--- config.mk ---
export PLATFORM = sky130hd
export DESIGN_NAME = rgb_pixel_blend_with_alpha_unit
export DESIGN_NICKNAME = d
export VERILOG_FILES = /design/src/hw/rtl/rpba_pkg.sv /design/src/hw/rtl/rpba_blend_chan.sv /design/src/hw/rtl/rpba_mix_chan.sv /design/src/hw/rtl/rgb_pixel_blend_with_alpha_unit.sv
export SDC_FILE = /design/constraint.sdc
export NUM_CORES = 2
export LEC_CHECK = 0
export BUFFER_PORTS_ARGS = -buffer_cell sky130_fd_sc_hd__buf_2
export CAP_MARGIN = 0
export CORE_MARGIN = 1.5
export CORE_UTILIZATION = 55
export CTS_CLUSTER_DIAMETER = 150
export DETAILED_ROUTE_END_ITERATION = 10
export GPL_TIMING_DRIVEN = 0
export PLACE_DENSITY = 0.68
export RECOVER_POWER = 50
export SLEW_MARGIN = 20
export SYNTH_ARGS = -nofsm -noshare
export SYNTH_HDL_FRONTEND = slang
export SYNTH_SLANG_ARGS = --single-unit
--- constraint.sdc ---
create_clock -name i_clk -period 17.2 [get_ports i_clk]
set_input_delay 3.44 -clock i_clk [delete_from_list [all_inputs] [get_ports i_clk]]
set_output_delay 3.44 -clock i_clk [all_outputs]
set_load 0.1 [all_outputs]
--- src/hw/rtl/rpba_pkg.sv ---
`timescale 1ns / 1ps
// ----------------------------------------------------------------------------
// rpba_pkg
// Shared types, constants and helpers of the RGB pixel blend unit.
// ----------------------------------------------------------------------------
package rpba_pkg;

    localparam int CHAN_W  = 8;
    localparam int ALPHA_W = 9;
    localparam int NUM_CH  = 3;
    localparam int CFG_IDX_W = 2;

    localparam logic [CHAN_W-1:0]  CHAN_MAX  = 8'd255;
    localparam logic [ALPHA_W-1:0] ALPHA_ONE = 9'd256;

    typedef logic [CHAN_W-1:0] t_chan;

    typedef enum logic [1:0] {
        MODE_NORMAL = 2'd0,
        MODE_ADD    = 2'd1,
        MODE_MULT   = 2'd2,
        MODE_SCREEN = 2'd3
    } t_blend_mode;

    typedef enum logic [CFG_IDX_W-1:0] {
        REG_BLEND_MODE  = 2'd0,
        REG_ALPHA_LEVEL = 2'd1
    } t_cfg_reg;

    // floor(p / 255) for p up to 255 * 255, as (p * 257 + 257) >> 16.
    function automatic t_chan div255(input logic [2*CHAN_W-1:0] p);
        logic [24:0] t;
        t = {9'd0, p} + {1'b0, p, 8'd0} + 25'd257;
        return t[23:16];
    endfunction

endpackage

--- src/hw/rtl/rpba_blend_chan.sv ---
`timescale 1ns / 1ps
// ----------------------------------------------------------------------------
// rpba_blend_chan
// Two-stage blend of one color channel: product or saturating sum first,
// then the scale by 1/255 and the mode select.
// ----------------------------------------------------------------------------
module rpba_blend_chan (
    input  logic                     i_clk,
    input  logic                     i_ce,
    input  rpba_pkg::t_blend_mode    i_mode,
    input  rpba_pkg::t_chan          i_dest,
    input  rpba_pkg::t_chan          i_src,
    output rpba_pkg::t_chan          o_dest,
    output rpba_pkg::t_chan          o_blend
);

    rpba_pkg::t_chan         n_op_a;
    rpba_pkg::t_chan         n_op_b;
    logic [8:0]              n_sum;
    rpba_pkg::t_chan         n_sat;
    rpba_pkg::t_chan         n_blend;

    logic [15:0]             r_prod;
    rpba_pkg::t_chan         r_sat;
    rpba_pkg::t_chan         r_src1;
    rpba_pkg::t_chan         r_dest1;
    rpba_pkg::t_blend_mode   r_mode1;
    rpba_pkg::t_chan         r_dest2;
    rpba_pkg::t_chan         r_blend;

    always_comb begin
        // Screen works on the complements, which for 8 bits is 255 - x.
        if (i_mode == rpba_pkg::MODE_SCREEN) begin
            n_op_a = ~i_dest;
            n_op_b = ~i_src;
        end else begin
            n_op_a = i_dest;
            n_op_b = i_src;
        end
        n_sum = {1'b0, i_dest} + {1'b0, i_src};
        n_sat = n_sum[8] ? rpba_pkg::CHAN_MAX : n_sum[7:0];
    end

    always_ff @(posedge i_clk) begin
        if (i_ce) begin
            r_prod  <= n_op_a * n_op_b;
            r_sat   <= n_sat;
            r_src1  <= i_src;
            r_dest1 <= i_dest;
            r_mode1 <= i_mode;
        end
    end

    always_comb begin
        case (r_mode1)
            rpba_pkg::MODE_NORMAL: n_blend = r_src1;
            rpba_pkg::MODE_ADD:    n_blend = r_sat;
            rpba_pkg::MODE_MULT:   n_blend = rpba_pkg::div255(r_prod);
            rpba_pkg::MODE_SCREEN: n_blend = ~rpba_pkg::div255(r_prod);
            default:               n_blend = r_src1;
        endcase
    end

    always_ff @(posedge i_clk) begin
        if (i_ce) begin
            r_blend <= n_blend;
            r_dest2 <= r_dest1;
        end
    end

    assign o_dest  = r_dest2;
    assign o_blend = r_blend;

endmodule

--- src/hw/rtl/rpba_mix_chan.sv ---
`timescale 1ns / 1ps
// ----------------------------------------------------------------------------
// rpba_mix_chan
// Two-stage alpha mix of one channel: weighted products, then sum and select.
// ----------------------------------------------------------------------------
module rpba_mix_chan (
    input  logic                           i_clk,
    input  logic                           i_ce,
    input  logic [rpba_pkg::ALPHA_W-1:0]   i_alpha,
    input  rpba_pkg::t_chan                i_dest,
    input  rpba_pkg::t_chan                i_blend,
    output rpba_pkg::t_chan                o_out
);

    logic [rpba_pkg::ALPHA_W-1:0] n_inv;
    logic [16:0]                  n_total;
    rpba_pkg::t_chan              n_out;

    logic [15:0]                  r_pb;
    logic [16:0]                  r_pd;
    logic                         r_full;
    logic                         r_zero;
    rpba_pkg::t_chan              r_b;
    rpba_pkg::t_chan              r_d;
    rpba_pkg::t_chan              r_out;

    assign n_inv = rpba_pkg::ALPHA_ONE - i_alpha;

    always_ff @(posedge i_clk) begin
        if (i_ce) begin
            // The products are only used when alpha lies in 1..255.
            r_pb   <= i_blend * i_alpha[7:0];
            r_pd   <= i_dest * n_inv;
            r_full <= i_alpha[8];
            r_zero <= (i_alpha == '0);
            r_b    <= i_blend;
            r_d    <= i_dest;
        end
    end

    always_comb begin
        n_total = {1'b0, r_pb} + r_pd;
        if (r_full) begin
            n_out = r_b;
        end else if (r_zero) begin
            n_out = r_d;
        end else begin
            n_out = n_total[15:8];
        end
    end

    always_ff @(posedge i_clk) begin
        if (i_ce) begin
            r_out <= n_out;
        end
    end

    assign o_out = r_out;

endmodule

--- src/hw/rtl/rgb_pixel_blend_with_alpha_unit.sv ---
`timescale 1ns / 1ps
// ----------------------------------------------------------------------------
// rgb_pixel_blend_with_alpha_unit
// RGB888 compositor: per-channel blend mode followed by an alpha mix.
// ----------------------------------------------------------------------------
// The unit takes one pixel pair per clock and passes it through four register
// stages: a multiply stage, a 1/255 scale and mode select stage, an alpha
// product stage, and a sum stage that also serves as the output register.
// The whole pipeline advances together whenever the output register is empty
// or being taken, so a full pipe sustains one pixel per clock. Blend mode and
// alpha are written through the configuration channel, which is always ready;
// write them only while no pixel is in flight.
module rgb_pixel_blend_with_alpha_unit (
    input  logic        i_clk,
    input  logic        i_rst_n,
    // Pixel input request.
    input  logic        i_s_axis_tvalid,
    output logic        o_s_axis_tready,
    // dest_red, dest_green, dest_blue, src_red, src_green, src_blue
    input  logic [47:0] i_s_axis_tdata,
    // Pixel result.
    output logic        o_m_axis_tvalid,
    input  logic        i_m_axis_tready,
    // out_red, out_green, out_blue
    output logic [23:0] o_m_axis_tdata,
    // Configuration writes.
    input  logic                              i_cfg_valid,
    output logic                              o_cfg_ready,
    input  logic [rpba_pkg::CFG_IDX_W-1:0]    i_cfg_index,
    input  logic [rpba_pkg::ALPHA_W-1:0]      i_cfg_data
);

    localparam int DEPTH = 4;

    rpba_pkg::t_blend_mode            r_mode;
    logic [rpba_pkg::ALPHA_W-1:0]     r_alpha;
    logic [DEPTH-1:0]                 r_vld;
    logic                             n_ce;

    rpba_pkg::t_chan dest_c  [rpba_pkg::NUM_CH];
    rpba_pkg::t_chan src_c   [rpba_pkg::NUM_CH];
    rpba_pkg::t_chan dest_b  [rpba_pkg::NUM_CH];
    rpba_pkg::t_chan blend_b [rpba_pkg::NUM_CH];
    rpba_pkg::t_chan out_c   [rpba_pkg::NUM_CH];

    assign o_cfg_ready = 1'b1;

    always_ff @(posedge i_clk) begin
        if (!i_rst_n) begin
            r_mode  <= rpba_pkg::MODE_NORMAL;
            r_alpha <= rpba_pkg::ALPHA_ONE;
        end else if (i_cfg_valid) begin
            case (rpba_pkg::t_cfg_reg'(i_cfg_index))
                rpba_pkg::REG_BLEND_MODE:
                    r_mode <= rpba_pkg::t_blend_mode'(i_cfg_data[1:0]);
                rpba_pkg::REG_ALPHA_LEVEL:
                    r_alpha <= i_cfg_data;
                default: ;
            endcase
        end
    end

    // Everything moves when the output register can take a new pixel.
    assign n_ce            = !r_vld[DEPTH-1] || i_m_axis_tready;
    assign o_s_axis_tready = n_ce;
    assign o_m_axis_tvalid = r_vld[DEPTH-1];

    always_ff @(posedge i_clk) begin
        if (!i_rst_n) begin
            r_vld <= '0;
        end else if (n_ce) begin
            r_vld <= {r_vld[DEPTH-2:0], i_s_axis_tvalid};
        end
    end

    for (genvar c = 0; c < rpba_pkg::NUM_CH; c++) begin : g_chan
        assign dest_c[c] = i_s_axis_tdata[c*rpba_pkg::CHAN_W +: rpba_pkg::CHAN_W];
        assign src_c[c]  =
            i_s_axis_tdata[(c+rpba_pkg::NUM_CH)*rpba_pkg::CHAN_W +: rpba_pkg::CHAN_W];

        rpba_blend_chan u_blend (
            .i_clk   (i_clk),
            .i_ce    (n_ce),
            .i_mode  (r_mode),
            .i_dest  (dest_c[c]),
            .i_src   (src_c[c]),
            .o_dest  (dest_b[c]),
            .o_blend (blend_b[c])
        );

        rpba_mix_chan u_mix (
            .i_clk   (i_clk),
            .i_ce    (n_ce),
            .i_alpha (r_alpha),
            .i_dest  (dest_b[c]),
            .i_blend (blend_b[c]),
            .o_out   (out_c[c])
        );

        assign o_m_axis_tdata[c*rpba_pkg::CHAN_W +: rpba_pkg::CHAN_W] = out_c[c];
    end

endmodule
==> flow_summary.json <==
{
  "yosysTopAreaCell": "sky130_fd_sc_hd__edfxtp_1",
  "detail-route-antenna-nets": 0,
  "dpl_cell_area_sq_um": 37800,
  "p_clk_share_pct": 22.0,
  "power.switching_fraction_pct": 38.7,
  "final_core_util_pct": 60.3,
  "wl_met1_mm": 37.5,
  "synth-seq-area-share_pct": 29.1,
  "number_of_iterations_in_the_first_detailed_routing_pass": 5,
  "post_drt_wl_per_cell_um": 18.8,
  "end_kind": "primary output",
  "setup-violations-final": 0,
  "synth_top_flop_cell": "sky130_fd_sc_hd__edfxtp_1",
  "dr_wl_met2_mm": 42.4,
  "drt-initial-drc-count": 1668,
  "irDropWorstVdd_uv": 79.1,
  "synth_enable_flop_cells": 340,
  "period_minus_slack_ns": 10.89,
  "die_height_um": 259,
  "clk_transition_reported_paths_ns": 0.05,
  "p_int_mw": 2.55,
  "largest_net_degree_at_the_start_of_global_routing": 58,
  "htree_num_levels": 2,
  "cts_setup_buffers": 0,
  "max_stage_delay_ns": 2.08,
  "rows": 93,
  "violations": "max-capacitance violations, max-slew violations",
  "route.vias.total": 25942,
  "final-seq-area_sq_um": 10500,
  "report.final.slew_viol_count": 136,
  "die_width_um": 259,
  "drt_wl_total_mm": 87.4,
  "area_growth_syn_to_layout_pct": 7.88,
  "synth.area.top_cells": "sky130_fd_sc_hd__edfxtp_1 (28%), sky130_fd_sc_hd__fa_1 (19%), sky130_fd_sc_hd__ha_1 (15%), sky130_fd_sc_hd__inv_1 (5.3%), sky130_fd_sc_hd__and2_1 (4.4%)",
  "power.combinational.fraction_pct": 46.0,
  "power_density_nw_per_um2": 107,
  "status": "finished, violations left",
  "total_switching_power_mw": 1.61,
  "drc_errors": 0,
  "ys_async_sr_fraction_pct": 0,
  "port-buffer-count": 89,
  "grt_util_all_layers_pct": 26.7,
  "synth_common_cells": "sky130_fd_sc_hd__inv_1 (513), sky130_fd_sc_hd__ha_1 (437), sky130_fd_sc_hd__fa_1 (342)",
  "top_signal_layer_used": "met4",
  "post-synth-top-area-fraction_pct": 28.3,
  "ctsResizeCount": 0,
  "critical-path-slowest-cell": "sky130_fd_sc_hd__clkbuf_1",
  "dpl.hpwl_mm": 69.0,
  "max_slew.worst_pin.slew_ns": 2.95,
  "n_fill_cell": 5592,
  "post_cts_hold_buffer_count": 0,
  "boundaryPins": 91,
  "clock_tree.buffer_depth": 3,
  "critical_path.max_fanout": 52,
  "hp-class": "reg -> reg",
  "final_gp_congestion": 0.914,
  "p_leak_nw": 18.2,
  "worst_skew_pair.late_latency_ns": 0.59,
  "drive_gt1_share_pct": 4.57,
  "post_route_skew_ns": 0.0283,
  "design_area_sq_um": 39000,
  "routed_via_density": 5.59,
  "synthMostInstantiatedCell": "sky130_fd_sc_hd__inv_1",
  "rsz_0062_raised_after_global_routing": "false",
  "worstPathRequired_ns": 13.76,
  "synth.distinct_cells": 79,
  "yosys_warnings": 0,
  "wl_met3_mm": 4.69,
  "grt_antenna_before_repair": 3,
  "max_cap_violations": 3,
  "cts-buffers-inserted": 43,
  "p_seq_share_pct": 32.0,
  "overflow": 0,
  "worstPathCellList": "buf_2, nand2b_1, clkbuf_1, clkbuf_1, buf_2",
  "clock-sinks": 355,
  "core_area_sq_um": 64700,
  "grt_pass1_wl_mm": 139,
  "initial_utilization_pct": 55.9,
  "post_synth.cell_area_avg_sq_um": 10.0,
  "critical_path_class": "in -> out",
  "finalHoldViolations": 0,
  "area_of_combinational_cells_with_multiple_inputs_sq_um": 23000,
  "achievable-frequency_mhz": 91.8,
  "timing.critical_path.from_type": "input pin",
  "crit_arrival_ns": 7.45,
  "nets": 4594,
  "remaining_max_slew_budget_at_the_tightest_pin_pct": -96.6,
  "finalCritPeriodShare_pct": 63.3,
  "mappedNetlistArea_sq_um": 36100,
  "die_outline_area_sq_um": 67300,
  "synthCells": 3610,
  "synth_seq_cells": 355,
  "cts.root.buffer_cell": "sky130_fd_sc_hd__clkbuf_16",
  "grt_pass1_vias": 25632,
  "synthesis.nets": 4453,
  "cts_tree": "done"
}
## worst max-delay path: cells and delay by family
| kind | cells | cell delay, ns |
|---|---|---|
| and+or+nand+nor | 1 | 0.09 |
| buffers and inverters | 4 | 3.90 |
## worst paths after layout
| check | start | endpoint | slack, ns | cells after the start |
|---|---|---|---|---|
| max reg2reg | r_alpha[0] | g_chan[0].u_mix.r_pd[15] | 9.48 | 22 |
| min | g_chan[2].u_blend.r_dest1[3] | g_chan[2].u_blend.o_dest[3] | 0.41 | 0 |
| max | i_m_axis_tready | o_s_axis_tready | 6.31 | 5 |
| min reg2reg | g_chan[2].u_blend.r_dest1[3] | g_chan[2].u_blend.o_dest[3] | 0.41 | 0 |
## power by group through the flow
stage	Clock (mW)	Sequential, mW	Combinational, mW
after floorplan	0	1.36	1.44
after global placement	0	1.35	1.90
after detailed placement	0	1.34	1.93
after CTS	0.929	1.33	1.95
after global routing	0.958	1.34	2.17
final	0.913	1.33	1.91
## per-stage QoR
stage	power (mW)	instances	hold slack [ns]	setup WS, ns	TNS (ns)
2_1_floorplan	2.80	3610	0.400	0.133	0
3_3_place_gp	3.25	4554	0.401	-4.71	-154.73
3_5_place_dp	3.27	4561	0.405	8.83	0
4_1_cts	4.21	4638	0.410	8.92	0
5_1_grt	4.47	4639	0.416	5.95	0
6_report	4.15	4640	0.408	6.31	0
## state kept, by name (all words and copies together) (netlist names)
| name | count |
|---|---|
| g_chan.u_mix.r_pb | 48 |
| g_chan.u_mix.r_b | 24 |
| g_chan.u_mix.r_pd | 48 |
| g_chan.u_mix.o_out | 24 |
| g_chan.u_blend.r_mode1 | 2 |
| g_chan.u_mix.r_zero | 1 |
| g_chan.u_blend.o_dest | 24 |
| g_chan.u_mix.r_full | 1 |
| g_chan.u_blend.r_dest1 | 24 |
| r_alpha | 9 |
| g_chan.u_mix.r_d | 24 |
| r_vld | 4 |
| g_chan.u_blend.r_src1 | 24 |
| g_chan.u_blend.r_prod | 48 |
| g_chan.u_blend.o_blend | 24 |
| g_chan.u_blend.r_sat | 24 |
| r_mode | 2 |
## final cells by class
class / instances / share of cell area [%]
Timing Repair Buffer: 96 / 1.28
Clock buffer: 53 / 2.97
Tap cell: 855 / 2.74
Multi-Input combinational cell: 2601 / 59.1
Antenna cell: 2 / 0.0128
Inverter: 514 / 4.95
Sequential cell: 355 / 27.0
Buffer: 140 / 1.38
Clock inverter: 24 / 0.610
## placed cells by master (no fill, tap or decap), types with 24 or more instances in the layout
cell and count:
sky130_fd_sc_hd__buf_2 47, sky130_fd_sc_hd__a211oi_1 25, sky130_fd_sc_hd__and2_1 238, sky130_fd_sc_hd__clkbuf_16 45, sky130_fd_sc_hd__nor3_1 27, sky130_fd_sc_hd__or3_1 30
sky130_fd_sc_hd__mux2i_1 27, sky130_fd_sc_hd__or2_2 41, sky130_fd_sc_hd__o21ai_0 218, sky130_fd_sc_hd__inv_1 513, sky130_fd_sc_hd__xnor2_1 172, sky130_fd_sc_hd__nor2_1 83
sky130_fd_sc_hd__edfxtp_1 340, sky130_fd_sc_hd__fa_1 342, sky130_fd_sc_hd__nand2_1 322, sky130_fd_sc_hd__nor2b_1 64, sky130_fd_sc_hd__nand3_1 136, sky130_fd_sc_hd__o21a_1 44
sky130_fd_sc_hd__nand2b_1 27, sky130_fd_sc_hd__xor2_1 24, sky130_fd_sc_hd__a21oi_1 130, sky130_fd_sc_hd__clkbuf_1 181, sky130_fd_sc_hd__ha_1 437
## per-layer routing
layer	GRT usage, %	vias to the layer above
met3	2.85	148
met2	45.7	731
li1	-	12336
met5	0	-
met4	9.09	0
met1	35.5	12727
## cells by family (layout without fill, tap and decap cells)
logic type | after synthesis | after routing | share of synthesized area [%]
compound gates | 553 | 553 | 9.51
flops | 355 | 355 | 29.1
buf+inv | 654 | 827 | 6.83
fa+ha+maj | 779 | 779 | 34.1
simple gates | 1038 | 1038 | 14.8
other cells | 1 | 3 | 0.0104
xor+xnor | 196 | 196 | 4.75
mux | 34 | 34 | 0.966
No activity file was read; power rests on OpenSTA's default activity.
